## src/hdl/rcbp_pkg.sv

```systemverilog
// Shared types, codes and helpers of the reference-counted buffer pool.
package rcbp_pkg;

  localparam int NUM_BUFFERS_DEF = 8;
  localparam int MAX_RINGS_DEF   = 4;

  localparam logic [2:0] OP_SELECT  = 3'd0;
  localparam logic [2:0] OP_ACQUIRE = 3'd1;
  localparam logic [2:0] OP_RELEASE = 3'd2;
  localparam logic [2:0] OP_PUSH    = 3'd3;
  localparam logic [2:0] OP_POP     = 3'd4;
  localparam logic [2:0] OP_STOP    = 3'd5;

  localparam logic [2:0] ST_OK     = 3'd0;
  localparam logic [2:0] ST_BADIDX = 3'd1;
  localparam logic [2:0] ST_UNDER  = 3'd2;
  localparam logic [2:0] ST_EMPTY  = 3'd3;
  localparam logic [2:0] ST_STOP   = 3'd4;

  localparam logic REG_BUFFERS_IN_USE = 1'b0;
  localparam logic REG_QUEUE_ENABLE   = 1'b1;

  typedef struct packed {
    logic [2:0] op;
    logic [2:0] buffer_index;
    logic [1:0] queue_id;
  } rcbp_in_t;

  typedef struct packed {
    logic [2:0] status;
    logic [2:0] index_out;
    logic       evicted;
    logic       freed;
    logic [2:0] freed_index;
    logic [3:0] delivered_mask;
    logic       ring_now_empty;
  } rcbp_out_t;

  // Reference counts stick at their ceiling rather than wrap.
  function automatic logic [7:0] count_up(input logic [7:0] c);
    count_up = (c == 8'hFF) ? c : c + 8'd1;
  endfunction

endpackage

```

## src/hdl/rcbp_ram.sv

```systemverilog
// Generic single-port-write, single-port-read RAM with registered read data.
module rcbp_ram #(
  parameter int WIDTH = 8,
  parameter int DEPTH = 8
) (
  input  logic                                      clk,
  input  logic                                      we,
  input  logic [(DEPTH > 1 ? $clog2(DEPTH) : 1)-1:0] waddr,
  input  logic [WIDTH-1:0]                          wdata,
  input  logic [(DEPTH > 1 ? $clog2(DEPTH) : 1)-1:0] raddr,
  output logic [WIDTH-1:0]                          rdata
);

  logic [WIDTH-1:0] mem [DEPTH];

  always_ff @(posedge clk) begin
    if (we) begin
      mem[waddr] <= wdata;
    end
    rdata <= mem[raddr];
  end

endmodule

```

## src/hdl/refcounted_buffer_pool.sv

```systemverilog
// Reference-counted buffer pool with oldest-stamp eviction and consumer rings: top level.
// One word is worked on at a time and every word gives one result word. Counts and age
// stamps share one RAM and the ring contents a second; both are read one entry a cycle.
// Select sweeps the pool through the count RAM read port; push visits the four rings one
// per cycle; acquire and release read and rewrite one count, pop reads one slot, and stop,
// bad indices and empty pops go straight to the result. A result waits in the output
// register until it is taken, and the next word is accepted once it has been loaded there.
module refcounted_buffer_pool #(
  parameter int NUM_BUFFERS = rcbp_pkg::NUM_BUFFERS_DEF,
  parameter int MAX_RINGS   = rcbp_pkg::MAX_RINGS_DEF
) (
  input  logic                clk,
  input  logic                rst,
  input  logic                in_valid,
  output logic                in_ready,
  input  rcbp_pkg::rcbp_in_t  in_data,
  output logic                out_valid,
  input  logic                out_ready,
  output rcbp_pkg::rcbp_out_t out_data,
  input  logic                cfg_we,
  input  logic                cfg_index,
  input  logic [3:0]          cfg_data
);
  import rcbp_pkg::*;

  // The size register is four bits wide, so no more than fifteen buffers are reachable.
  localparam int POOL_MAX = (NUM_BUFFERS < 15) ? NUM_BUFFERS : 15;
  localparam int RINGS    = (MAX_RINGS < 4) ? MAX_RINGS : 4;
  localparam int PAW      = $clog2(POOL_MAX);
  localparam int CW       = $clog2(POOL_MAX + 1);
  localparam int HW       = $clog2(POOL_MAX + 1);
  localparam int SDEPTH   = RINGS << HW;
  localparam int SAW      = (SDEPTH > 1) ? $clog2(SDEPTH) : 1;

  typedef enum logic [3:0] {
    S_IDLE, S_SCAN, S_SEL_WR, S_RMW, S_PUSH_RING, S_PUSH_WR, S_POP_RD, S_FIN
  } state_t;

  state_t         state;
  logic [3:0]     buffers_in_use;
  logic [3:0]     queue_enable;
  logic [3:0]     n_eff;
  logic [31:0]    stamp_counter;
  logic           stopped;
  logic [HW-1:0]  heads [4];
  logic [HW-1:0]  tails [4];
  logic [POOL_MAX-1:0] pool_valid;
  logic           pool_rv;

  logic [2:0]     cur_op;
  logic [PAW-1:0] cur_idx;
  logic [1:0]     cur_q;
  logic [7:0]     cur_cnt;
  logic [31:0]    cur_stamp;
  logic [1:0]     ring;
  rcbp_out_t      res;

  logic [CW-1:0]  scan_cnt;
  logic           rd_pend;
  logic [PAW-1:0] rd_idx;
  logic           zero_found;
  logic [PAW-1:0] zidx;
  logic [PAW-1:0] best;
  logic [31:0]    best_stamp;
  logic [7:0]     best_cnt;

  logic           pool_we;
  logic [PAW-1:0] pool_waddr;
  logic [39:0]    pool_wdata;
  logic [PAW-1:0] pool_raddr;
  logic [39:0]    pool_rdata;
  logic [7:0]     rd_cnt;
  logic [31:0]    rd_stamp;

  logic           slot_we;
  logic [SAW-1:0] slot_waddr;
  logic [SAW-1:0] slot_raddr;
  logic [2:0]     slot_rdata;

  logic           ring_on;
  logic [HW-1:0]  h_cur;
  logic [HW-1:0]  h_next;
  logic           ring_room;
  logic           q_on;
  logic [HW-1:0]  t_next;
  logic [PAW-1:0] sel_idx;
  logic [7:0]     sel_cnt;

  state_t         acc_state;
  logic [2:0]     acc_status;
  logic           acc_empty;

  assign n_eff = (buffers_in_use < 4'd4) ? 4'd4 :
                 (buffers_in_use > 4'(POOL_MAX)) ? 4'(POOL_MAX) : buffers_in_use;

  assign in_ready = (state == S_IDLE);

  // A never-written entry reads as zero count and zero stamp.
  assign rd_cnt   = pool_rv ? pool_rdata[39:32] : 8'd0;
  assign rd_stamp = pool_rv ? pool_rdata[31:0] : 32'd0;

  assign ring_on   = (32'(ring) < RINGS) && queue_enable[ring];
  assign h_cur     = heads[ring];
  assign h_next    = (CW'(h_cur) == CW'(n_eff)) ? '0 : h_cur + HW'(1);
  assign ring_room = (h_next != tails[ring]);

  assign q_on   = (32'(in_data.queue_id) < RINGS) && queue_enable[in_data.queue_id];
  assign t_next = (CW'(tails[cur_q]) == CW'(n_eff)) ? '0 : tails[cur_q] + HW'(1);

  assign sel_idx = zero_found ? zidx : best;
  assign sel_cnt = zero_found ? 8'd0 : best_cnt;

  // Outcome of an incoming word that is known before any RAM read.
  always_comb begin
    acc_state  = S_FIN;
    acc_status = ST_OK;
    acc_empty  = 1'b0;
    case (in_data.op)
      OP_SELECT: acc_state = S_SCAN;
      OP_ACQUIRE, OP_RELEASE, OP_PUSH: begin
        if ({1'b0, in_data.buffer_index} >= n_eff) begin
          acc_status = ST_BADIDX;
        end else begin
          acc_state = S_RMW;
        end
      end
      OP_POP: begin
        if (stopped) begin
          acc_status = ST_STOP;
        end else if (!q_on || heads[in_data.queue_id] == tails[in_data.queue_id]) begin
          acc_status = ST_EMPTY;
          acc_empty  = 1'b1;
        end else begin
          acc_state = S_POP_RD;
        end
      end
      default: ;
    endcase
  end

  always_comb begin
    pool_we    = 1'b0;
    pool_waddr = cur_idx;
    pool_wdata = {cur_cnt, cur_stamp};
    pool_raddr = (state == S_SCAN) ? PAW'(scan_cnt) : PAW'(in_data.buffer_index);
    case (state)
      S_SEL_WR: begin
        pool_we    = 1'b1;
        pool_waddr = sel_idx;
        pool_wdata = {count_up(sel_cnt), stamp_counter};
      end
      S_RMW: begin
        if (cur_op == OP_ACQUIRE) begin
          pool_we    = 1'b1;
          pool_wdata = {count_up(rd_cnt), rd_stamp};
        end else if (cur_op == OP_RELEASE && rd_cnt != 8'd0) begin
          pool_we    = 1'b1;
          pool_wdata = {rd_cnt - 8'd1, rd_stamp};
        end
      end
      S_PUSH_WR: pool_we = 1'b1;
      default: ;
    endcase
  end

  assign slot_we    = (state == S_PUSH_RING) && ring_on && ring_room;
  assign slot_waddr = SAW'({ring, h_cur});
  assign slot_raddr = SAW'({in_data.queue_id, tails[in_data.queue_id]});

  rcbp_ram #(.WIDTH(40), .DEPTH(POOL_MAX)) u_pool_ram (
    .clk   (clk),
    .we    (pool_we),
    .waddr (pool_waddr),
    .wdata (pool_wdata),
    .raddr (pool_raddr),
    .rdata (pool_rdata)
  );

  rcbp_ram #(.WIDTH(3), .DEPTH(SDEPTH)) u_slot_ram (
    .clk   (clk),
    .we    (slot_we),
    .waddr (slot_waddr),
    .wdata (3'(cur_idx)),
    .raddr (slot_raddr),
    .rdata (slot_rdata)
  );

  always_ff @(posedge clk) begin
    if (rst) begin
      state          <= S_IDLE;
      buffers_in_use <= 4'd8;
      queue_enable   <= 4'd0;
      stamp_counter  <= 32'd1;
      stopped        <= 1'b0;
      pool_valid     <= '0;
      out_valid      <= 1'b0;
      for (int r = 0; r < 4; r++) begin
        heads[r] <= '0;
        tails[r] <= '0;
      end
    end else begin
      pool_rv <= pool_valid[pool_raddr];
      if (pool_we) begin
        pool_valid[pool_waddr] <= 1'b1;
      end
      if (out_valid && out_ready && state != S_FIN) begin
        out_valid <= 1'b0;
      end

      if (cfg_we) begin
        if (cfg_index == REG_BUFFERS_IN_USE) begin
          buffers_in_use <= cfg_data;
          for (int r = 0; r < 4; r++) begin
            heads[r] <= '0;
            tails[r] <= '0;
          end
        end else begin
          for (int r = 0; r < 4; r++) begin
            if (cfg_data[r] && !queue_enable[r]) begin
              heads[r] <= '0;
              tails[r] <= '0;
            end
          end
          queue_enable <= cfg_data;
        end
      end

      case (state)
        S_IDLE: begin
          if (in_valid) begin
            res     <= {acc_status, 3'd0, 1'b0, 1'b0, 3'd0, 4'd0, acc_empty};
            cur_op  <= in_data.op;
            cur_idx <= PAW'(in_data.buffer_index);
            cur_q   <= in_data.queue_id;
            state   <= acc_state;
            if (in_data.op == OP_SELECT) begin
              scan_cnt   <= '0;
              rd_pend    <= 1'b0;
              zero_found <= 1'b0;
            end
            if (in_data.op == OP_STOP) begin
              stopped <= 1'b1;
            end
          end
        end
        S_SCAN: begin
          if (scan_cnt < CW'(n_eff)) begin
            scan_cnt <= scan_cnt + CW'(1);
            rd_idx   <= PAW'(scan_cnt);
            rd_pend  <= 1'b1;
          end else begin
            rd_pend <= 1'b0;
            if (!rd_pend) begin
              state <= S_SEL_WR;
            end
          end
          if (rd_pend) begin
            if (!zero_found && rd_cnt == 8'd0) begin
              zero_found <= 1'b1;
              zidx       <= rd_idx;
            end
            // Strict compare keeps the lowest index among equal stamps.
            if (rd_idx == '0 || rd_stamp < best_stamp) begin
              best       <= rd_idx;
              best_stamp <= rd_stamp;
              best_cnt   <= rd_cnt;
            end
          end
        end
        S_SEL_WR: begin
          stamp_counter   <= stamp_counter + 32'd1;
          res.index_out   <= 3'(sel_idx);
          res.evicted     <= !zero_found;
          res.freed       <= !zero_found;
          res.freed_index <= zero_found ? 3'd0 : 3'(best);
          state           <= S_FIN;
        end
        S_RMW: begin
          if (cur_op == OP_PUSH && rd_cnt != 8'd0) begin
            cur_cnt       <= rd_cnt - 8'd1;
            cur_stamp     <= stamp_counter;
            stamp_counter <= stamp_counter + 32'd1;
            ring          <= 2'd0;
            state         <= S_PUSH_RING;
          end else begin
            state <= S_FIN;
          end
          if ((cur_op == OP_RELEASE || cur_op == OP_PUSH) && rd_cnt == 8'd0) begin
            res.status <= ST_UNDER;
          end else if (cur_op == OP_RELEASE && rd_cnt == 8'd1) begin
            res.freed       <= 1'b1;
            res.freed_index <= 3'(cur_idx);
          end
        end
        S_PUSH_RING: begin
          if (ring_on && ring_room) begin
            cur_cnt                  <= count_up(cur_cnt);
            heads[ring]              <= h_next;
            res.delivered_mask[ring] <= 1'b1;
          end
          ring <= ring + 2'd1;
          if (ring == 2'd3) begin
            state <= S_PUSH_WR;
          end
        end
        S_PUSH_WR: state <= S_FIN;
        S_POP_RD: begin
          res.index_out      <= slot_rdata;
          tails[cur_q]       <= t_next;
          res.ring_now_empty <= (heads[cur_q] == t_next);
          state              <= S_FIN;
        end
        S_FIN: begin
          if (!out_valid || out_ready) begin
            out_valid <= 1'b1;
            out_data  <= res;
            state     <= S_IDLE;
          end
        end
        default: state <= S_IDLE;
      endcase
    end
  end

`ifndef SYNTH
  a_pool_write_state: assert property (@(posedge clk) disable iff (rst)
    pool_we |-> (state == S_SEL_WR || state == S_RMW || state == S_PUSH_WR))
    else $error("count RAM written outside a write state");

  a_one_at_a_time: assert property (@(posedge clk) disable iff (rst)
    (in_valid && in_ready) |=> !in_ready)
    else $error("second word accepted while one is in progress");

  a_head_in_range: assert property (@(posedge clk) disable iff (rst)
    (CW'(heads[0]) <= CW'(n_eff)) && (CW'(tails[0]) <= CW'(n_eff)))
    else $error("ring pointer beyond the slot count");

  a_result_loaded: assert property (@(posedge clk) disable iff (rst)
    (state == S_FIN && !out_valid) |=> (out_valid && state == S_IDLE))
    else $error("finished result not loaded into the output register");
`endif

endmodule
```

## config.mk

```make
export PLATFORM = sky130hd
export DESIGN_NAME = refcounted_buffer_pool
export DESIGN_NICKNAME = d
export VERILOG_FILES = /design/src/hdl/rcbp_pkg.sv /design/src/hdl/rcbp_ram.sv /design/src/hdl/refcounted_buffer_pool.sv
export SDC_FILE = /design/constraint.sdc
export NUM_CORES = 1
export LEC_CHECK = 0
export BUFFER_PORTS_ARGS = -buffer_cell sky130_fd_sc_hd__buf_2
export CORE_ASPECT_RATIO = 1.25
export CORE_MARGIN = 4
export CORE_UTILIZATION = 68
export CTS_CLUSTER_SIZE = 28
export DETAILED_ROUTE_END_ITERATION = 12
export GPL_ROUTABILITY_DRIVEN = 0
export PLACE_DENSITY_LB_ADDON = 0.15
export SYNTH_ARGS = -nofsm -noshare
export SYNTH_HDL_FRONTEND = slang
export SYNTH_HIERARCHICAL = 1
export SYNTH_SLANG_ARGS = --single-unit
```

## constraint.sdc

```tcl
create_clock -name clk -period 9.45 [get_ports clk]
set_input_delay 0.4725 -clock clk [delete_from_list [all_inputs] [get_ports clk]]
set_output_delay 0.4725 -clock clk [all_outputs]
set_load 0.005 [all_outputs]
```

==> results_tabular.tex, run 1 <==
\begin{tabular}{lr}
\hline
Metric & Value \\
\hline
\multicolumn{2}{l}{\textbf{STA}} \\
Unrepaired setup endpoints after global routing & no \\
Accumulated negative setup slack & 0 ns \\
Period utilisation layout & 47.42\% \\
Fmax & 0.2232 GHz \\
Worst-Margin Slew & 1.146 ns \\
Final Hold Vio Count & 0 \\
Number of pins with negative max-slew slack in the final report & 0 \\
Final critical-path required period & 4.481 ns \\
Normalized max-slew margin & 23.32\% \\
Post-route clock skew & 0.01865 ns \\
Total setup violations reported at the end of the flow & 0 \\
\multicolumn{2}{l}{\textbf{Synth}} \\
Ys async rst share & 0\% \\
Netlist area before placement & 33,450 um\^{}2 \\
Dominant register cell in the synthesized netlist & edfxtp\_1 \\
Synth Net Count & 2,204 \\
Number of instances in the synthesized netlist & 2,136 \\
EDFF count, synth & 682 \\
Number of distinct library cells after synthesis & 78 \\
Share of synthesized area occupied by flip-flops and latches & 67.21\% \\
Synthesized area per cell & 15.66 um\^{}2 \\
Warnings, synthesis & 6 \\
Count of state elements after synthesis & 782 \\
\multicolumn{2}{l}{\textbf{Clock network}} \\
Postcts setup bufs & 0 \\
Number of levels the H-tree was split into & 3 \\
Clock buffer depth & 3 \\
Worst skew pair latency & 0.60 ns \\
Cells resized by post-CTS repair & 0 \\
Number of buffers inserted by hold repair at cts & 0 \\
Buffer type at the clock tree root & clkbuf\_16 \\
Clock transition at the registers of the reported paths & 0.06 ns \\
Clock sink count & 782 \\
Clock tree from TritonCTS & yes \\
Number of buffers added by the clock tree synthesis step & 73 \\
\multicolumn{2}{l}{\textbf{Floorplan}} \\
Core area & 48,420 um\^{}2 \\
Initial cell density of the core & 69.09\% \\
Y dimension of the die & 256.0 um \\
Die footprint & 52,830 um\^{}2 \\
Num ports & 36 \\
\# rows & 90 \\
Chip width & 206.4 um \\
\multicolumn{2}{l}{\textbf{Global routing}} \\
Grt ovf & 0 \\
Vias in the first global route & 19,550 \\
Antenna violations before repair & 2 \\
Maximum number of pins on one net before global-route repair & 82 \\
Global-route wire length before repair & 111,000 um \\
Overall track demand over capacity in global routing & 27.59\% \\
\multicolumn{2}{l}{\textbf{Placement}} \\
Number of cells after detailed placement & 2,740 \\
Half-perimeter wire length after detailed placement & 43,960 um \\
Port-buffer cells & 35 \\
\multicolumn{2}{l}{\textbf{Critical path}} \\
Most common cell on crit path & inv\_2 \\
Delay contributed by the slowest stage of the critical path & 0.84 ns \\
Worst Path Arrival & 4.97 ns \\
Setup slack, reg-to-reg & 4.97 ns \\
Critical path capture point type & flop \\
Setup Crit Path Kind & reg2reg \\
Startpoint type of the worst setup path & flop \\
Crit-path max FO & 44 \\
CP Data Required Time & 9.94 ns \\
Startpoint of the worst-slack reg-to-reg timing path & state[0] \\
Worst-path cell with the longest stage delay & dfxtp\_1 \\
Start point of the critical path & state[0] \\
Reg2reg path depth & 8 \\
FF-to-FF End & u\_pool\_ram/rdata[2] \\
Crit-path cells & inv\_2 > or3\_1 > inv\_2 > a21oi\_1 > inv\_4 > buf\_4 > mux4\_1 > mux2\_2 \\
\multicolumn{2}{l}{\textbf{Drt}} \\
WL final & 71,540 um \\
Number of remaining DRC errors & 0 \\
DR vias & 18,900 \\
Remaining antenna violation count & 0 \\
Number of DRC markers in iteration 0 & 1,720 \\
Detailed-routing iteration count for the pre-antenna-repair pass & 5 \\
Vias per std cell & 6.572 \\
Average wire per cell in the routed design & 24.87 um \\
\multicolumn{2}{l}{\textbf{Power}} \\
VDD IR max & 0.0002147 V \\
Pwr/cell area & 250.8 nW/um\^{}2 \\
Leakage power & 12.53 nW \\
\multicolumn{2}{l}{\textbf{Layout}} \\
Non-filler cells, final & 2,876 \\
Fin nets & 2,239 \\
Share of layout cells above drive strength 1 & 14.93\% \\
Synthesis-to-finish area growth & 9.205\% \\
\multicolumn{2}{l}{\textbf{Min path}} \\
Path class of the lowest-slack min-delay path & in2reg \\
Hold Path Cell Cnt & 1 \\
Min-Delay Startpoint & in\_data[2] \\
Hold worst-path end & cur\_idx[0] \\
\multicolumn{2}{l}{\textbf{Job}} \\
Number of max-cap violations & 0 \\
\multicolumn{2}{l}{\textbf{Outcome}} \\
Run status & finished, final reports clean \\
\hline
\end{tabular}
==> worst max-delay path: cells and delay by family (launching register included) <==
kind / cells / cell delay [ns]
buffers and inverters: 4 / 1.68
AND/OR/NAND/NOR: 1 / 0.56
AO/OA/AOI/OAI: 1 / 0.25
multiplexers: 2 / 0.93
flip-flops: 1 / 0.84
==> Yosys cell counts (all sizes together), types with 23 or more instances <==
cell    number  share of area (%)
clkbuf      76               0.86
a22oi       40               0.90
inv         69               0.77
edfxtp     682                 61
xor2        23               0.60
nand3       40               0.66
a21oi       81                1.2
nand2      139                1.6
mux2i       30               0.90
mux2        49                1.7
dfxtp      100                6.0
mux4       151                 11
buf         26               0.70
xnor2       33               0.86
nor2       204                2.3
ha          50                1.9
o21ai       55               0.82
nor3        27               0.42
or3         25               0.47
and2        42               0.79
==> layout make-up <==
type / instances / area (um^2)
inverter: 70 / 265.3
multi-input combinational: 1182 / 10280
clock inverter: 32 / 256.5
fill: 2870 / 11890
antenna: 2 / 5.005
sequential: 782 / 22480
clock buffer: 102 / 2059
tap: 644 / 805.8
timing repair buffer: 62 / 377.9
==> registers in the layout, indices dropped and copies added, names as in the netlist, 4 cells and up, named ones only <==
| name | count |
|---|---|
| heads | 16 |
| best_stamp | 32 |
| cur_stamp | 32 |
| scan_cnt | 4 |
| u_slot_ram/mem | 192 |
| u_pool_ram/rdata | 40 |
| cur_cnt | 8 |
| out_data | 16 |
| queue_enable | 4 |
| u_pool_ram/mem | 320 |
| buffers_in_use | 4 |
| res | 16 |
| best_cnt | 8 |
| pool_valid | 8 |
| stamp_counter | 32 |
| tails | 16 |
==> stage by stage <==
stage / power (W) / util, % / worst slack [ns] / hold WS, ns / area [um^2]
CTS: 0.009203 / 75.43 / 5.038 / 0.07392 / 36530
global placement: 0.006306 / 70.65 / 5.227 / 0.4032 / 34210
floorplan: 0.005853 / - / 4.115 / 0.4003 / 33450
detailed placement: 0.006393 / 70.65 / 5.066 / 0.4072 / 34210
global route: 0.009552 / 75.44 / 4.750 / 0.08516 / 36530
finish: 0.009163 / 75.44 / 4.969 / 0.09680 / 36530
==> routing by layer <==
metal | wire (um) | global-route usage (%) | vias up
met2 | 36940 | 46.73 | 761
met4 | 3058 | 12.17 | 0
met5 | 0 | 0 | -
met3 | 4438 | 4.043 | 183
li1 | - | - | 8388
met1 | 27100 | 35.78 | 9568
==> placed cells by master, fill, tap and decap left out, types with 15 or more instances in the layout <==
| cell type | netlist | routed |
|---|---|---|
| a21oi_1 | 81 | 81 |
| inv_1 | 67 | 65 |
| buf_4 | 2 | 27 |
| mux2i_1 | 30 | 30 |
| nand2b_1 | 15 | 15 |
| a22oi_1 | 40 | 40 |
| nand3_1 | 36 | 36 |
| mux4_2 | 71 | 70 |
| clkbuf_1 | 75 | 20 |
| o21ai_0 | 52 | 52 |
| nand4_1 | 15 | 15 |
| nand2_1 | 139 | 138 |
| xor2_1 | 23 | 23 |
| and2_1 | 41 | 41 |
| or3_1 | 25 | 25 |
| dfxtp_1 | 100 | 100 |
| nor2_1 | 204 | 195 |
| clkbuf_16 | 0 | 76 |
| xnor2_1 | 33 | 33 |
| nor3_1 | 26 | 23 |
| ha_1 | 50 | 50 |
| and3_1 | 17 | 17 |
| buf_2 | 6 | 35 |
| mux4_1 | 80 | 80 |
| a21o_1 | 17 | 17 |
| edfxtp_1 | 682 | 682 |
| mux2_2 | 48 | 48 |
==> power breakdown <==
part | switching, W | internal (W) | total [W]
Clock | 0.00121 | 0.00161 | 0.00282
Combinational | 0.00114 | 0.000735 | 0.00188
Sequential | 0.000194 | 0.00427 | 0.00446
Total | 0.00255 | 0.00662 | 0.00916
==> worst max-delay path by stage <==
stage / cells after the start / end
6_report: 8 / u_pool_ram/rdata[2]
5_1_grt: 9 / u_slot_ram/mem[37][1]
4_1_cts: 9 / u_slot_ram/mem[34][1]
3_5_place_dp: 8 / u_pool_ram/rdata[34]
3_3_place_gp: 8 / u_pool_ram/rdata[2]
2_1_floorplan: 9 / u_pool_ram/mem[4][0]
==> cells by family after synthesis <==
logic type / Yosys count / share of synthesized area (%)
mux: 230 / 13.62
simple gates: 584 / 8.389
xor+xnor: 56 / 1.466
flops: 782 / 67.21
fa+ha+maj: 50 / 1.870
buf+inv: 172 / 2.341
compound gates: 262 / 5.106
No activity file was read; power rests on OpenSTA's default activity.
==> inputs of run 2 (changes only) <==
CORE_UTILIZATION = 63   (was 68)
clock period = 4.5 ns   (was 9.45 ns; I/O delays follow)
==> run 2 against run 1 <==
First-iteration DRC count up 6.2%; sequential share of layout area fell by 0.99 points; fmax is 5.5% higher; critical endpoint is now u_slot_ram/mem[35][0]; largest cell class unchanged; highest routed layer unchanged.
==> results_tabular.tex, run 2 (synthesis gave the netlist of run 1 again) <==
\begin{tabular}{lr}
\hline
Metric & Value \\
\hline
\multicolumn{2}{l}{\textbf{Outcome}} \\
Run status & finished, final reports clean \\
\multicolumn{2}{l}{\textbf{Min path}} \\
Path class of the lowest-slack min-delay path & in2reg \\
\multicolumn{2}{l}{\textbf{Clock network}} \\
Clock tree from TritonCTS & yes \\
Buffer type at the clock tree root & clkbuf\_16 \\
Postcts setup bufs & 0 (unchanged) \\
Clock transition at the registers of the reported paths & 0.06 ns (about the same) \\
Number of buffers inserted by hold repair at cts & 15 (+15) \\
Number of buffers added by the clock tree synthesis step & 74 (+1.4\%) \\
Cells resized by post-CTS repair & 0 (unchanged) \\
Clock sink count & 782 (unchanged) \\
Number of levels the H-tree was split into & 3 (unchanged) \\
Worst skew pair latency & 0.62 ns (+0.02 ns) \\
Clock buffer depth & 3 (unchanged) \\
\multicolumn{2}{l}{\textbf{Critical path}} \\
Worst Path Arrival & 4.53 ns (-0.44 ns) \\
Setup slack, reg-to-reg & 0.25 ns (-4.72 ns) \\
Crit-path max FO & 17 (-61\%) \\
Critical path capture point type & flop \\
Most common cell on crit path & nor2\_1 \\
CP Data Required Time & 4.78 ns (-5.16 ns) \\
Delay contributed by the slowest stage of the critical path & 0.73 ns (-0.11 ns) \\
Crit-path cells & mux4\_2 > xnor2\_1 > nor2\_1 > a211oi\_1 > o32ai\_4 > and3\_1 > nand2\_1 > or3\_1 > nor2\_1 \\
Worst-path cell with the longest stage delay & mux4\_2 \\
Setup Crit Path Kind & reg2reg \\
Startpoint type of the worst setup path & flop \\
\multicolumn{2}{l}{\textbf{STA}} \\
Total setup violations reported at the end of the flow & 0 (unchanged) \\
Worst-Margin Slew & 1.242 ns (+0.09626 ns) \\
Period utilisation layout & 94.36\% (+47 points) \\
Post-route clock skew & 0.01774 ns (-0.0009129 ns) \\
Number of pins with negative max-slew slack in the final report & 0 (unchanged) \\
Least setup slack across all paths after layout & 0.2537 ns (-4.715 ns) \\
Final critical-path required period & 4.246 ns (-0.2346 ns) \\
Normalized max-slew margin & 16.73\% (-6.6 points) \\
Final Hold Vio Count & 0 (unchanged) \\
Accumulated negative setup slack & 0 ns (unchanged) \\
Unrepaired setup endpoints after global routing & no \\
Fmax & 0.2355 GHz (+5.5\%) \\
\multicolumn{2}{l}{\textbf{Power}} \\
VDD IR max & 0.0003967 V (+85\%) \\
Pwr/cell area & 531.2 nW/um\^{}2 (+110\%) \\
Leakage power & 12.77 nW (+1.9\%) \\
\multicolumn{2}{l}{\textbf{Drt}} \\
Vias per std cell & 6.480 (-1.4\%) \\
Remaining antenna violation count & 0 (unchanged) \\
Number of remaining DRC errors & 0 (unchanged) \\
Average wire per cell in the routed design & 25.09 um (+0.86\%) \\
WL final & 73,660 um (+3.0\%) \\
Number of DRC markers in iteration 0 & 1,827 (+6.2\%) \\
DR vias & 19,020 (+0.66\%) \\
Detailed-routing iteration count for the pre-antenna-repair pass & 6 (+1) \\
\multicolumn{2}{l}{\textbf{Global routing}} \\
Antenna violations before repair & 0 (-2) \\
Grt ovf & 0 (unchanged) \\
Maximum number of pins on one net before global-route repair & 66 (-20\%) \\
Vias in the first global route & 19,680 (+0.68\%) \\
Global-route wire length before repair & 114,900 um (+3.4\%) \\
Overall track demand over capacity in global routing & 26.23\% (-1.4 points) \\
\multicolumn{2}{l}{\textbf{Floorplan}} \\
Num ports & 36 (unchanged) \\
Initial cell density of the core & 63.63\% (-5.5 points) \\
Y dimension of the die & 265.6 um (+3.8\%) \\
\# rows & 94 (+4.4\%) \\
Die footprint & 56,870 um\^{}2 (+7.7\%) \\
Core area & 52,570 um\^{}2 (+8.6\%) \\
Chip width & 214.1 um (+3.7\%) \\
\multicolumn{2}{l}{\textbf{Layout}} \\
Diode insertion count for antenna repair & 0 (-2) \\
Number of flip-flops under the largest register name & 320 (unchanged) \\
Synthesis-to-finish area growth & 10.99\% \\
Commonest non-fill, non-tap cell in the layout & edfxtp\_1 \\
Share of layout cells above drive strength 1 & 15.50\% (+0.57 points) \\
Largest registers ranked by flip-flop count & u\_pool\_ram/mem x320, u\_slot\_ram/mem x192, u\_pool\_ram/rdata x40 \\
Register ranked first by flip-flop count & u\_pool\_ram/mem \\
Fin nets & 2,273 (+1.5\%) \\
Highest-count cells in the layout ignoring fill and taps & 682 x edfxtp\_1, 195 x nor2\_1, 138 x nand2\_1 \\
\multicolumn{2}{l}{\textbf{Job}} \\
Number of max-cap violations & 0 (unchanged) \\
\multicolumn{2}{l}{\textbf{Placement}} \\
Half-perimeter wire length after detailed placement & 46,300 um (+5.3\%) \\
Dpl ws & 0.3230 ns (-4.743 ns) \\
Port-buffer cells & 35 (unchanged) \\
\hline
\end{tabular}
-- run 2: power breakdown --
part           total, W  internal, W  switching [W]  leakage (nW)
Sequential      0.00931      0.00896       0.000350          7.07
Clock           0.00620      0.00359        0.00262          1.18
Combinational   0.00421      0.00167        0.00254          4.52
Total            0.0197       0.0142        0.00551          12.8
-- run 2: layout make-up --
type                       instances  area (um^2)
sequential                       782        22480
fill                            3357        15440
multi-input combinational       1182        10290
clock buffer                      97         2021
tap                              672        840.8
timing repair buffer              95        825.8
clock inverter                    38        406.6
inverter                          70        265.3
-- run 2: worst paths after layout --
| path | start | end | depth (start not counted) |
|---|---|---|---|
| max reg2reg | flop | u_slot_ram/mem[35][0] | 9 |
| min reg2reg | res[12] | out_data[12] | 0 |
| max | flop | u_slot_ram/mem[35][0] | 9 |
| min | out_ready | out_valid | 4 |
-- run 2: critical path, delay by kind of cell (launching register included) --
kind / cells / cell delay, ns
DFF: 1 / 0.54
and+or+nand+nor: 5 / 1.74
AOI/OAI and AO/OA: 2 / 0.71
xor gates and xnor gates: 1 / 0.19
muxes: 1 / 0.73
-- run 2: through the flow --
| step | hold WS, ns | cell area [um^2] | total power (W) | instances | util (%) |
|---|---|---|---|---|---|
| after floorplan | 0.3239 | 33460 | 0.01229 | 2136 | - |
| after global placement | 0.4011 | 34550 | 0.01348 | 2786 | 65.72 |
| after detailed placement | 0.4070 | 34550 | 0.01362 | 2786 | 65.72 |
| after CTS | 0.06705 | 37130 | 0.01985 | 2936 | 70.62 |
| after global routing | 0.1115 | 37130 | 0.02058 | 2936 | 70.62 |
| final | 0.1079 | 37130 | 0.01972 | 2936 | 70.62 |
-- run 2: routing by layer --
metal	track usage (%)	part of all wire, %	up-vias
met4	12.25	4.6	0
met5	0	0	-
li1	-	-	8463
met3	3.565	5.7	189
met1	33.25	38	9656
met2	45.63	51	716
==> inputs of run 3 (changes only) <==
PLACE_DENSITY = 0.87   (was not set)
PLACE_DENSITY_LB_ADDON = not set   (was 0.15)
==> run 3 against run 2 <==
Core utilization down 0.10 points; sequential share of layout area increased by 0.090 points; total power is 1.1% higher; critical path depth rose by 1; sequential power about the same; register-to-register slack gained 0.09 ns; final cell count is essentially flat; first-iteration DRC count increased by 32%; design area down 0.15%; worst hold slack got worse by 0.080 ns; via count increased by 4.1%; clock power increased by 2%.
==> results_tabular.tex, run 3 (synthesis gave the netlist of run 1 again) <==
\begin{tabular}{lr}
\hline
Metric & Value \\
\hline
\multicolumn{2}{l}{\textbf{Outcome}} \\
Run status & finished, final reports clean \\
\multicolumn{2}{l}{\textbf{Layout}} \\
Commonest non-fill, non-tap cell in the layout & edfxtp\_1 \\
Fin nets & 2,271 (-0.088\%) \\
Number of flip-flops under the largest register name & 320 (unchanged) \\
Non-Filler Cell Area, Final & 37,070 um\^{}2 (-0.15\%) \\
Non-filler cells, final & 2,935 (-0.034\%) \\
Register ranked first by flip-flop count & u\_pool\_ram/mem \\
Share of layout cells above drive strength 1 & 15.87\% (+0.37 points) \\
Synthesis-to-finish area growth & 10.82\% \\
Highest-count cells in the layout ignoring fill and taps & 682 x edfxtp\_1, 195 x nor2\_1, 138 x nand2\_1 \\
Largest registers ranked by flip-flop count & u\_pool\_ram/mem x320, u\_slot\_ram/mem x192, u\_pool\_ram/rdata x40 \\
\multicolumn{2}{l}{\textbf{STA}} \\
Period utilisation layout & 92.41\% (-2.0 points) \\
Accumulated negative setup slack & 0 ns (unchanged) \\
Unrepaired setup endpoints after global routing & no \\
Normalized max-slew margin & 17.28\% (+0.55 points) \\
Fmax & 0.2405 GHz (+2.1\%) \\
Worst-Margin Slew & 1.221 ns (-0.02079 ns) \\
Number of pins with negative max-slew slack in the final report & 0 (unchanged) \\
Final Hold Vio Count & 0 (unchanged) \\
Post-route clock skew & 0.02713 ns (+0.009395 ns) \\
Total setup violations reported at the end of the flow & 0 (unchanged) \\
Final critical-path required period & 4.158 ns (-0.08794 ns) \\
\multicolumn{2}{l}{\textbf{Floorplan}} \\
Core area & 52,570 um\^{}2 (unchanged) \\
Num ports & 36 (unchanged) \\
Chip width & 214.1 um (unchanged) \\
Initial cell density of the core & 63.63\% (unchanged) \\
Y dimension of the die & 265.6 um (unchanged) \\
\# rows & 94 (unchanged) \\
Die footprint & 56,870 um\^{}2 (unchanged) \\
\multicolumn{2}{l}{\textbf{Critical path}} \\
CP Data Required Time & 4.80 ns (+0.02 ns) \\
Setup slack, reg-to-reg & 0.34 ns (+0.09 ns) \\
Setup Crit Path Kind & reg2reg \\
Critical path capture point type & flop \\
Crit-path max FO & 17 (unchanged) \\
Worst Path Arrival & 4.46 ns (-0.07 ns) \\
FF-to-FF End & u\_slot\_ram/mem[32][1] \\
Reg2reg path depth & 10 (+1) \\
Startpoint type of the worst setup path & flop \\
\multicolumn{2}{l}{\textbf{Drt}} \\
DR vias & 19,810 (+4.1\%) \\
Remaining antenna violation count & 0 (unchanged) \\
Vias per std cell & 6.749 (+4.2\%) \\
Detailed-routing iteration count for the pre-antenna-repair pass & 8 (+2) \\
WL final & 77,070 um (+4.6\%) \\
Number of DRC markers in iteration 0 & 2,413 (+32\%) \\
Average wire per cell in the routed design & 26.26 um (+4.7\%) \\
Number of remaining DRC errors & 0 (unchanged) \\
\multicolumn{2}{l}{\textbf{Global routing}} \\
Overall track demand over capacity in global routing & 27.01\% (+0.78 points) \\
Antenna violations before repair & 3 (+3) \\
Maximum number of pins on one net before global-route repair & 67 (+1.5\%) \\
Global-route wire length before repair & 118,600 um (+3.2\%) \\
Grt ovf & 0 (unchanged) \\
Vias in the first global route & 20,220 (+2.7\%) \\
\multicolumn{2}{l}{\textbf{Clock network}} \\
Clock buffer depth & 3 (unchanged) \\
Number of buffers added by the clock tree synthesis step & 72 (-2.7\%) \\
Buffer type at the clock tree root & clkbuf\_16 \\
Clock transition at the registers of the reported paths & 0.07 ns (about the same) \\
Clock tree from TritonCTS & yes \\
Number of levels the H-tree was split into & 3 (unchanged) \\
Clock sink count & 782 (unchanged) \\
Postcts setup bufs & 0 (unchanged) \\
Worst skew pair latency & 0.64 ns (+0.02 ns) \\
\multicolumn{2}{l}{\textbf{Placement}} \\
Half-perimeter wire length after detailed placement & 46,970 um (+1.4\%) \\
Port-buffer cells & 35 (unchanged) \\
Number of cells after detailed placement & 2,786 (unchanged) \\
Instance area after placement & 34,440 um\^{}2 (-0.31\%) \\
\multicolumn{2}{l}{\textbf{Power}} \\
VDD IR max & 0.0003574 V (-9.9\%) \\
Leakage power & 12.79 nW (+0.12\%) \\
Pwr/cell area & 537.9 nW/um\^{}2 (+1.3\%) \\
Power, Total & 0.01994 W (+1.1\%) \\
\multicolumn{2}{l}{\textbf{Min path}} \\
Path class of the lowest-slack min-delay path & in2reg \\
Hold Path Cell Cnt & 1 (-3) \\
Min-Delay Startpoint & in\_data[0] \\
Hold worst-path end & cur\_q[0] \\
\multicolumn{2}{l}{\textbf{Job}} \\
Number of max-cap violations & 0 (unchanged) \\
\hline
\end{tabular}
-- run 3: routing by layer --
layer | routed length [um] | track usage, %
met2 | 39860 | 47.47
met3 | 6477 | 4.548
met5 | 27 | 0
met1 | 26820 | 32.86
met4 | 3878 | 13.23
-- run 3: power by group --
| part | switching [W] | internal, W | leakage, nW |
|---|---|---|---|
| sequential | 0.000370 | 0.00896 | 7.07 |
| combinational | 0.00262 | 0.00163 | 4.49 |
| clock | 0.00266 | 0.00370 | 1.22 |
| total | 0.00565 | 0.0143 | 12.8 |
-- run 3: how the worst max path moves through the flow --
stage,startpoint,endpoint,cells after the start
CTS,flop,u_slot_ram/mem[32][1],9
finish,flop,u_slot_ram/mem[32][1],10
floorplan,pool_rv,u_pool_ram/mem[7][0],9
global placement,flop,u_slot_ram/mem[37][0],10
global route,flop,u_slot_ram/mem[32][1],10
detailed placement,flop,u_slot_ram/mem[32][2],9
-- run 3: critical path, stage by stage, from the launching register on --
cell and delay, ns:
dfxtp_1 0.55, mux4_2 0.73, ha_1 0.43, xnor2_1 0.16, nand2_1 0.08, a211oi_1 0.07, o32ai_4 0.49, and3_1 0.35
nand2_1 0.15, or3_1 0.49, nor2_1 0.32
-- run 3: final cells by class --
cell class	count	area, um^2
antenna	1	2.502
tap	672	840.8
sequential	782	22480
clock buffer	90	1961
inverter	70	264.0
timing repair buffer	95	725.7
fill	3008	15500
multi-input combinational	1182	10290
clock inverter	43	511.7
-- run 3: repair_timing --
item / 4_1_cts / 5_1_grt
resized for setup: 0 / 1
endpoints found under the hold margin: 15 / 0
hold buffers: 15 / 0
setup endpoints to repair: 0 / 11
-- run 3: through the flow --
step                hold slack (ns)  setup slack, ns  utilization (%)
floorplan                    0.3239           0.2352                -
global placement             0.4066           0.6230            65.52
detailed placement           0.4111           0.3953            65.52
finish                      0.02777           0.3417            70.52
global route                0.03289          0.06412            70.52
CTS                         0.01038           0.3714            70.51
